**src/mnplt_pkg.sv**
```systemverilog
// ----------------------------------------------------------------------------
// mnplt_pkg
// Shared constants and types for the MIDI note parser with link timeout.
// ----------------------------------------------------------------------------
package mnplt_pkg;

    localparam int TIMER_W   = 17;
    localparam int CFG_IDX_W = 2;
    localparam int CFG_DAT_W = TIMER_W;

    // register indexes on the configuration port
    localparam logic [CFG_IDX_W-1:0] REG_CC_ENABLE     = 2'd0;
    localparam logic [CFG_IDX_W-1:0] REG_LONG_TIMEOUT  = 2'd1;
    localparam logic [CFG_IDX_W-1:0] REG_SHORT_TIMEOUT = 2'd2;

    // reset values of the timeout registers, in ticks
    localparam logic [TIMER_W-1:0] LONG_TIMEOUT_RST  = 17'd90000;
    localparam logic [TIMER_W-1:0] SHORT_TIMEOUT_RST = 17'd1000;

    // item kinds
    localparam logic OP_BYTE = 1'b0;
    localparam logic OP_TICK = 1'b1;

    // status byte codes (upper nibble for channel messages)
    localparam logic [3:0] KIND_NOTE_ON      = 4'h9;
    localparam logic [3:0] KIND_CTRL_CHANGE  = 4'hB;
    localparam logic [7:0] STATUS_ACT_SENSE  = 8'hFE;

    // bytes collected of the current message
    typedef enum logic [1:0] {
        CNT_NONE   = 2'd0,
        CNT_STATUS = 2'd1,
        CNT_DATA1  = 2'd2
    } byte_cnt_t;

endpackage

```
**src/midi_note_parser_with_link_timeout.sv**
```systemverilog
// ----------------------------------------------------------------------------
// midi_note_parser_with_link_timeout
// MIDI Note On / Control Change parser with running status and link timeout.
// ----------------------------------------------------------------------------
// Accepts one item (a received MIDI byte or a one-millisecond tick) in every
// clock cycle with in_stall low and gives exactly one result per item, in the
// cycle after it is accepted. The parser state and the timeout counter are
// updated in the same cycle as the item is accepted, and the result is held in
// a single output register; in_stall is raised only while that register holds
// a result that the downstream side is stalling, so the sustained rate is one
// item per cycle while out_stall is low. A result carries a completed
// three-byte message (fields are zero when msg_valid is low) and the connect
// and disconnect events of the link. Configuration registers are written
// through cfg_we / cfg_index / cfg_data and take effect on the next item.
module midi_note_parser_with_link_timeout
    import mnplt_pkg::*;
(
    input  logic                 clk,
    input  logic                 rst_n,

    input  logic                 cfg_we,
    input  logic [CFG_IDX_W-1:0] cfg_index,
    input  logic [CFG_DAT_W-1:0] cfg_data,

    input  logic                 in_valid,
    output logic                 in_stall,
    input  logic                 op,
    input  logic [7:0]           rx_byte,

    output logic                 out_valid,
    input  logic                 out_stall,
    output logic                 msg_valid,
    output logic [7:0]           msg_status,
    output logic [6:0]           msg_data1,
    output logic [6:0]           msg_data2,
    output logic                 connect_event,
    output logic                 disconnect_event
);

    // configuration
    logic               cc_enable_reg;
    logic [TIMER_W-1:0] long_timeout_reg;
    logic [TIMER_W-1:0] short_timeout_reg;

    // parser and link state
    logic [7:0]         held_status_reg, held_status_next;
    logic [6:0]         held_data1_reg, held_data1_next;
    byte_cnt_t          byte_count_reg, byte_count_next;
    logic               sense_seen_reg, sense_seen_next;
    logic               link_up_reg, link_up_next;
    logic               timer_armed_reg, timer_armed_next;
    logic [TIMER_W-1:0] timer_left_reg, timer_left_next;

    // result register
    logic               out_valid_reg, out_valid_next;
    logic               msg_valid_reg, msg_valid_next;
    logic [7:0]         msg_status_reg, msg_status_next;
    logic [6:0]         msg_data1_reg, msg_data1_next;
    logic [6:0]         msg_data2_reg, msg_data2_next;
    logic               connect_reg, connect_next;
    logic               disconnect_reg, disconnect_next;

    logic               in_accept;
    logic               capture;
    logic [TIMER_W-1:0] period;
    logic [TIMER_W-1:0] left_dec;

    assign in_stall  = out_valid_reg && out_stall;
    assign in_accept = in_valid && !in_stall;

    always_ff @(posedge clk or negedge rst_n)
    begin
        if (!rst_n)
        begin
            cc_enable_reg     <= 1'b0;
            long_timeout_reg  <= LONG_TIMEOUT_RST;
            short_timeout_reg <= SHORT_TIMEOUT_RST;
        end
        else if (cfg_we)
        begin
            unique case (cfg_index)
                REG_CC_ENABLE:     cc_enable_reg     <= cfg_data[0];
                REG_LONG_TIMEOUT:  long_timeout_reg  <= cfg_data;
                REG_SHORT_TIMEOUT: short_timeout_reg <= cfg_data;
                default:           ;
            endcase
        end
    end

    always_comb
    begin
        capture = (rx_byte[7:4] == KIND_NOTE_ON)
               || (cc_enable_reg && (rx_byte[7:4] == KIND_CTRL_CHANGE));

        // active sensing counts already for the restart it causes
        sense_seen_next = sense_seen_reg;
        if (!op && (rx_byte == STATUS_ACT_SENSE))
            sense_seen_next = 1'b1;

        period = sense_seen_next ? short_timeout_reg : long_timeout_reg;
        if (period == '0)
            period = TIMER_W'(1);

        left_dec = (timer_left_reg != '0) ? timer_left_reg - TIMER_W'(1) : '0;

        held_status_next = held_status_reg;
        held_data1_next  = held_data1_reg;
        byte_count_next  = byte_count_reg;
        link_up_next     = link_up_reg;
        timer_armed_next = timer_armed_reg;
        timer_left_next  = timer_left_reg;

        msg_valid_next   = 1'b0;
        msg_status_next  = '0;
        msg_data1_next   = '0;
        msg_data2_next   = '0;
        connect_next     = 1'b0;
        disconnect_next  = 1'b0;

        if (op == OP_TICK)
        begin
            if (timer_armed_reg)
            begin
                timer_left_next = left_dec;
                if (left_dec == '0)
                begin
                    timer_armed_next = 1'b0;
                    if (link_up_reg)
                    begin
                        disconnect_next = 1'b1;
                        link_up_next    = 1'b0;
                    end
                end
            end
        end
        else if (!rx_byte[7])
        begin
            // data byte, ignored without a held status
            unique case (byte_count_reg)
                CNT_STATUS:
                begin
                    held_data1_next = rx_byte[6:0];
                    byte_count_next = CNT_DATA1;
                end
                CNT_DATA1:
                begin
                    msg_valid_next  = 1'b1;
                    msg_status_next = held_status_reg;
                    msg_data1_next  = held_data1_reg;
                    msg_data2_next  = rx_byte[6:0];
                    byte_count_next = CNT_STATUS;   // running status
                end
                default: ;
            endcase
        end
        else
        begin
            if (capture)
            begin
                held_status_next = rx_byte;
                byte_count_next  = CNT_STATUS;
            end
            else
            begin
                byte_count_next  = CNT_NONE;
            end
            if (!link_up_reg)
            begin
                connect_next = 1'b1;
                link_up_next = 1'b1;
            end
            timer_left_next  = period;
            timer_armed_next = 1'b1;
        end

        if (in_accept)
            out_valid_next = 1'b1;
        else
            out_valid_next = out_valid_reg && out_stall;
    end

    always_ff @(posedge clk or negedge rst_n)
    begin
        if (!rst_n)
        begin
            byte_count_reg  <= CNT_NONE;
            sense_seen_reg  <= 1'b0;
            link_up_reg     <= 1'b0;
            timer_armed_reg <= 1'b0;
            timer_left_reg  <= '0;
            out_valid_reg   <= 1'b0;
        end
        else
        begin
            out_valid_reg <= out_valid_next;
            if (in_accept)
            begin
                byte_count_reg  <= byte_count_next;
                sense_seen_reg  <= sense_seen_next;
                link_up_reg     <= link_up_next;
                timer_armed_reg <= timer_armed_next;
                timer_left_reg  <= timer_left_next;
            end
        end
    end

    always_ff @(posedge clk)
    begin
        if (in_accept)
        begin
            held_status_reg <= held_status_next;
            held_data1_reg  <= held_data1_next;
            msg_valid_reg   <= msg_valid_next;
            msg_status_reg  <= msg_status_next;
            msg_data1_reg   <= msg_data1_next;
            msg_data2_reg   <= msg_data2_next;
            connect_reg     <= connect_next;
            disconnect_reg  <= disconnect_next;
        end
    end

    assign out_valid        = out_valid_reg;
    assign msg_valid        = msg_valid_reg;
    assign msg_status       = msg_status_reg;
    assign msg_data1        = msg_data1_reg;
    assign msg_data2        = msg_data2_reg;
    assign connect_event    = connect_reg;
    assign disconnect_event = disconnect_reg;

    // the counter runs exactly while armed
    a_timer_armed: assert property (@(posedge clk) disable iff (!rst_n)
        timer_armed_reg == (timer_left_reg != '0))
        else $error("timer armed flag and count disagree");

    // a link cannot go up and down on the same item
    a_event_excl: assert property (@(posedge clk) disable iff (!rst_n)
        out_valid |-> !(connect_event && disconnect_event))
        else $error("connect and disconnect in one result");

    // a tick never completes a message or connects the link
    a_tick_result: assert property (@(posedge clk) disable iff (!rst_n)
        (in_accept && (op == OP_TICK)) |=> (!msg_valid && !connect_event))
        else $error("tick produced a message or connect event");

    // a disconnect leaves the link down and the timer idle
    a_disc_state: assert property (@(posedge clk) disable iff (!rst_n)
        (in_accept && disconnect_next) |=> (!link_up_reg && !timer_armed_reg))
        else $error("link state wrong after disconnect");

endmodule
```
**config.mk**
```make
export PLATFORM = sky130hd
export DESIGN_NAME = midi_note_parser_with_link_timeout
export DESIGN_NICKNAME = d
export VERILOG_FILES = /design/src/mnplt_pkg.sv /design/src/midi_note_parser_with_link_timeout.sv
export SDC_FILE = /design/constraint.sdc
export NUM_CORES = 1
export LEC_CHECK = 0
export ABC_AREA = 1
export BUFFER_PORTS_ARGS = -buffer_cell sky130_fd_sc_hd__buf_2
export CORE_MARGIN = 2
export CORE_UTILIZATION = 45
export CTS_CLUSTER_SIZE = 14
export DETAILED_ROUTE_END_ITERATION = 10
export HOLD_SLACK_MARGIN = 0.1
export SYNTH_ARGS = -nofsm -noshare
export SYNTH_HDL_FRONTEND = slang
export SYNTH_SLANG_ARGS = --single-unit
```
**constraint.sdc**
```tcl
create_clock -name clk -period 5.7 [get_ports clk]
set_input_delay 1.14 -clock clk [delete_from_list [all_inputs] [get_ports clk]]
set_output_delay 1.14 -clock clk [all_outputs]
set_load 0.1 [all_outputs]
```
==> reports/summary.txt <==
status -> complete, no violations
fraction of layout cells with a size suffix above 1 -> 19.71%
most frequent cell after synthesis -> nand2_1
Post-Syn Nets -> 606
GR Overflow Total -> 0
M2 GR Usage -> 29.38%
final net count -> 659
number of enable flip-flop cells after synthesis -> 39
antenna cell count -> 0
later-pin clock latency in the skew report -> 0.36 ns
Pre-antenna DRT Iters -> 5
Clk Tree Root Cell -> clkbuf_8
Final WS setup -> 2.589 ns
Top Usage Layer GRT -> met2
Layout area overhead -> 12.21%
DIE HEIGHT -> 107.6 µm
max_cap viols -> 0
worst r2r path cells -> 9
dominant cells by area after synthesis -> edfxtp_1, dfrtp_1, nand2_1
Synth top area share -> 24.27%
Worst-Margin Slew -> 1.117 ns
Reg clk slew, reported paths -> 0.09 ns
CTS tree -> yes
post-synthesis cell type count -> 35
Worst Setup End Kind -> flip-flop
Via density -> 4.854
I/O pin count -> 60
starting density of the core -> 46.54%
Leak -> 0.002605 µW
Post-CTS Setup Bufs -> 0
antenna viol nets, final -> 0
post-layout util -> 52.22%
CP max FO -> 23
flops & latches, synth -> 97
synthesized area -> 4826 µm²
DRC errors left -> 0
Placed Area -> 5221 µm²
cts hold-fix bufs -> 0
met3 Track Usage GR -> 3.511%
worst slack, placed -> 2.164 ns
setup_tns -> 0 ns
worst hold path depth -> 2
post_cts resized -> 0
storage element area -> 2641 µm²
routed len/inst -> 13.18 µm
Clock Skew -> 0.01032 ns
largest net degree at the start of global routing -> 59
die area -> 11570 µm²
Cells after DPL -> 749
CTS Buf Count -> 9
dominant synthesized flop cell -> dfrtp_1
max_slew headroom -> 25.35%
commonest cells in the netlist -> nand2_1, nor2_1, inv_1
r2r setup slk -> 3.35 ns
Avg Cell Area, Syn -> 8.452 µm²
critical path class -> input pin to flip-flop
multi-input logic area -> 1784 µm²
synthesized netlist cell count -> 571
power per cell area -> 359.9 nW/µm²
VDD IR max -> 0.1879 mV
maximum clock frequency -> 321.4 MHz
die width -> 107.6 µm
vias post-DR -> 3713
Worst Hold Class -> flip-flop to flip-flop
initial antenna violation count -> 0
Arr. time, crit path -> 3.42 ns
Non-Filler Instances -> 765
first-pass GRT wire length -> 17.41 mm
Total GRT Usage -> 19.28%
Async SR Flop Fraction -> 59.79%
Sink Count -> 97
Initial DRC Count -> 238
# port buffers -> 59
number of filler cells placed in the layout -> 1022
WL final -> 10.08 mm
maximum clock path buffer count -> 2
Synth Warn # -> 0
min cycle time layout -> 3.111 ns
post-DP HPWL -> 7.055 mm
Startpoint Class -> input pin
Design Area, Final -> 5415 µm²
CTS H-tree depth -> 3
RD Place Congestion -> 0.8525
sequential area share after synthesis -> 54.73%
vias in the first global route -> 3655
GR Util met1 -> 27.37%
num rows -> 37
Tcrit/Tclk final -> 54.58%
Slew Limit Fails -> 0
final setup violation count -> 0
Required @ worst endpoint -> 6.01 ns
CORE AREA -> 10370 µm²
area leader, netlist -> edfxtp_1
RSZ-0062 raised after global routing -> false
Hold Fails Final Rpt -> 0
[placed cells by master (no fill, tap or decap), drive strengths merged, types with 2 or more instances in the layout]
cell type | Yosys | final
nand4 | 2 | 2
o21bai | 2 | 2
nand3 | 48 | 48
clkinv | 1 | 4
edfxtp | 39 | 39
inv | 83 | 85
ha | 2 | 2
clkbuf | 12 | 10
dfstp | 15 | 15
nand2 | 134 | 134
buf | 7 | 61
a31oi | 4 | 4
o21ai | 69 | 69
dfrtp | 43 | 43
xor2 | 2 | 2
a21oi | 9 | 9
nor2 | 94 | 94
[per-stage QoR]
| step | power (µW) | hold slack (ns) |
|---|---|---|
| after floorplan | 1385 | 0.4415 |
| after global placement | 1502 | 0.4545 |
| after detailed placement | 1513 | 0.4623 |
| after CTS | 1968 | 0.4863 |
| after global routing | 2085 | 0.5055 |
| final | 1949 | 0.4873 |
[kinds of logic (layout without fill, tap and decap cells)]
logic type | count (synthesis) | count (layout) | synth area share, %
buf+inv | 103 | 161 | 8.348
simple gates | 281 | 281 | 26.73
xor+xnor | 2 | 2 | 0.3630
compound gates | 86 | 86 | 9.308
fa+ha+maj | 2 | 2 | 0.5185
flops | 97 | 97 | 54.73
[final timing paths]
| kind | from | to |
|---|---|---|
| max reg2reg | sense_seen_reg | timer_left_reg[0] |
| min in group asynchronous | rst_n | link_up_reg |
| min | timer_armed_reg | timer_armed_reg |
| max | op | timer_left_reg[0] |
| max in group asynchronous | rst_n | byte_count_reg[0] |
| min reg2reg | timer_armed_reg | timer_armed_reg |
[critical path: stages]
cell and delay [ns]:
buf_2 0.38, nor2_2 0.10, nand3_2 0.29, nand2_1 0.48
o21ai_0 0.50, nand3_1 0.15, nor2_1 0.14, nand2_1 0.06
nand2_1 0.06, nand2_1 0.05, nand2_1 0.05
[layer usage]
layer,vias to the layer above,share of wire [%]
met2,75,45
met5,-,0
li1,1919,-
met3,11,4.8
met1,1708,48
met4,0,1.4
[final cells by class]
| type | count | share of cell area, % |
|---|---|---|
| clock buffers | 10 | 2.357 |
| clock inverters | 6 | 1.225 |
| inverters | 84 | 5.823 |
| multi-input cells | 371 | 32.95 |
| flip-flops and latches | 97 | 48.78 |
| well taps | 136 | 3.142 |
| repair buffers | 61 | 5.730 |
[where the power goes]
part | leakage [µW] | total, µW | internal [µW] | switching [µW]
Clock | 0.0000979 | 451 | 206 | 245
Sequential | 0.00105 | 921 | 845 | 76.2
Combinational | 0.00145 | 577 | 171 | 406
Note: power is estimated with default switching activity, not from simulation.
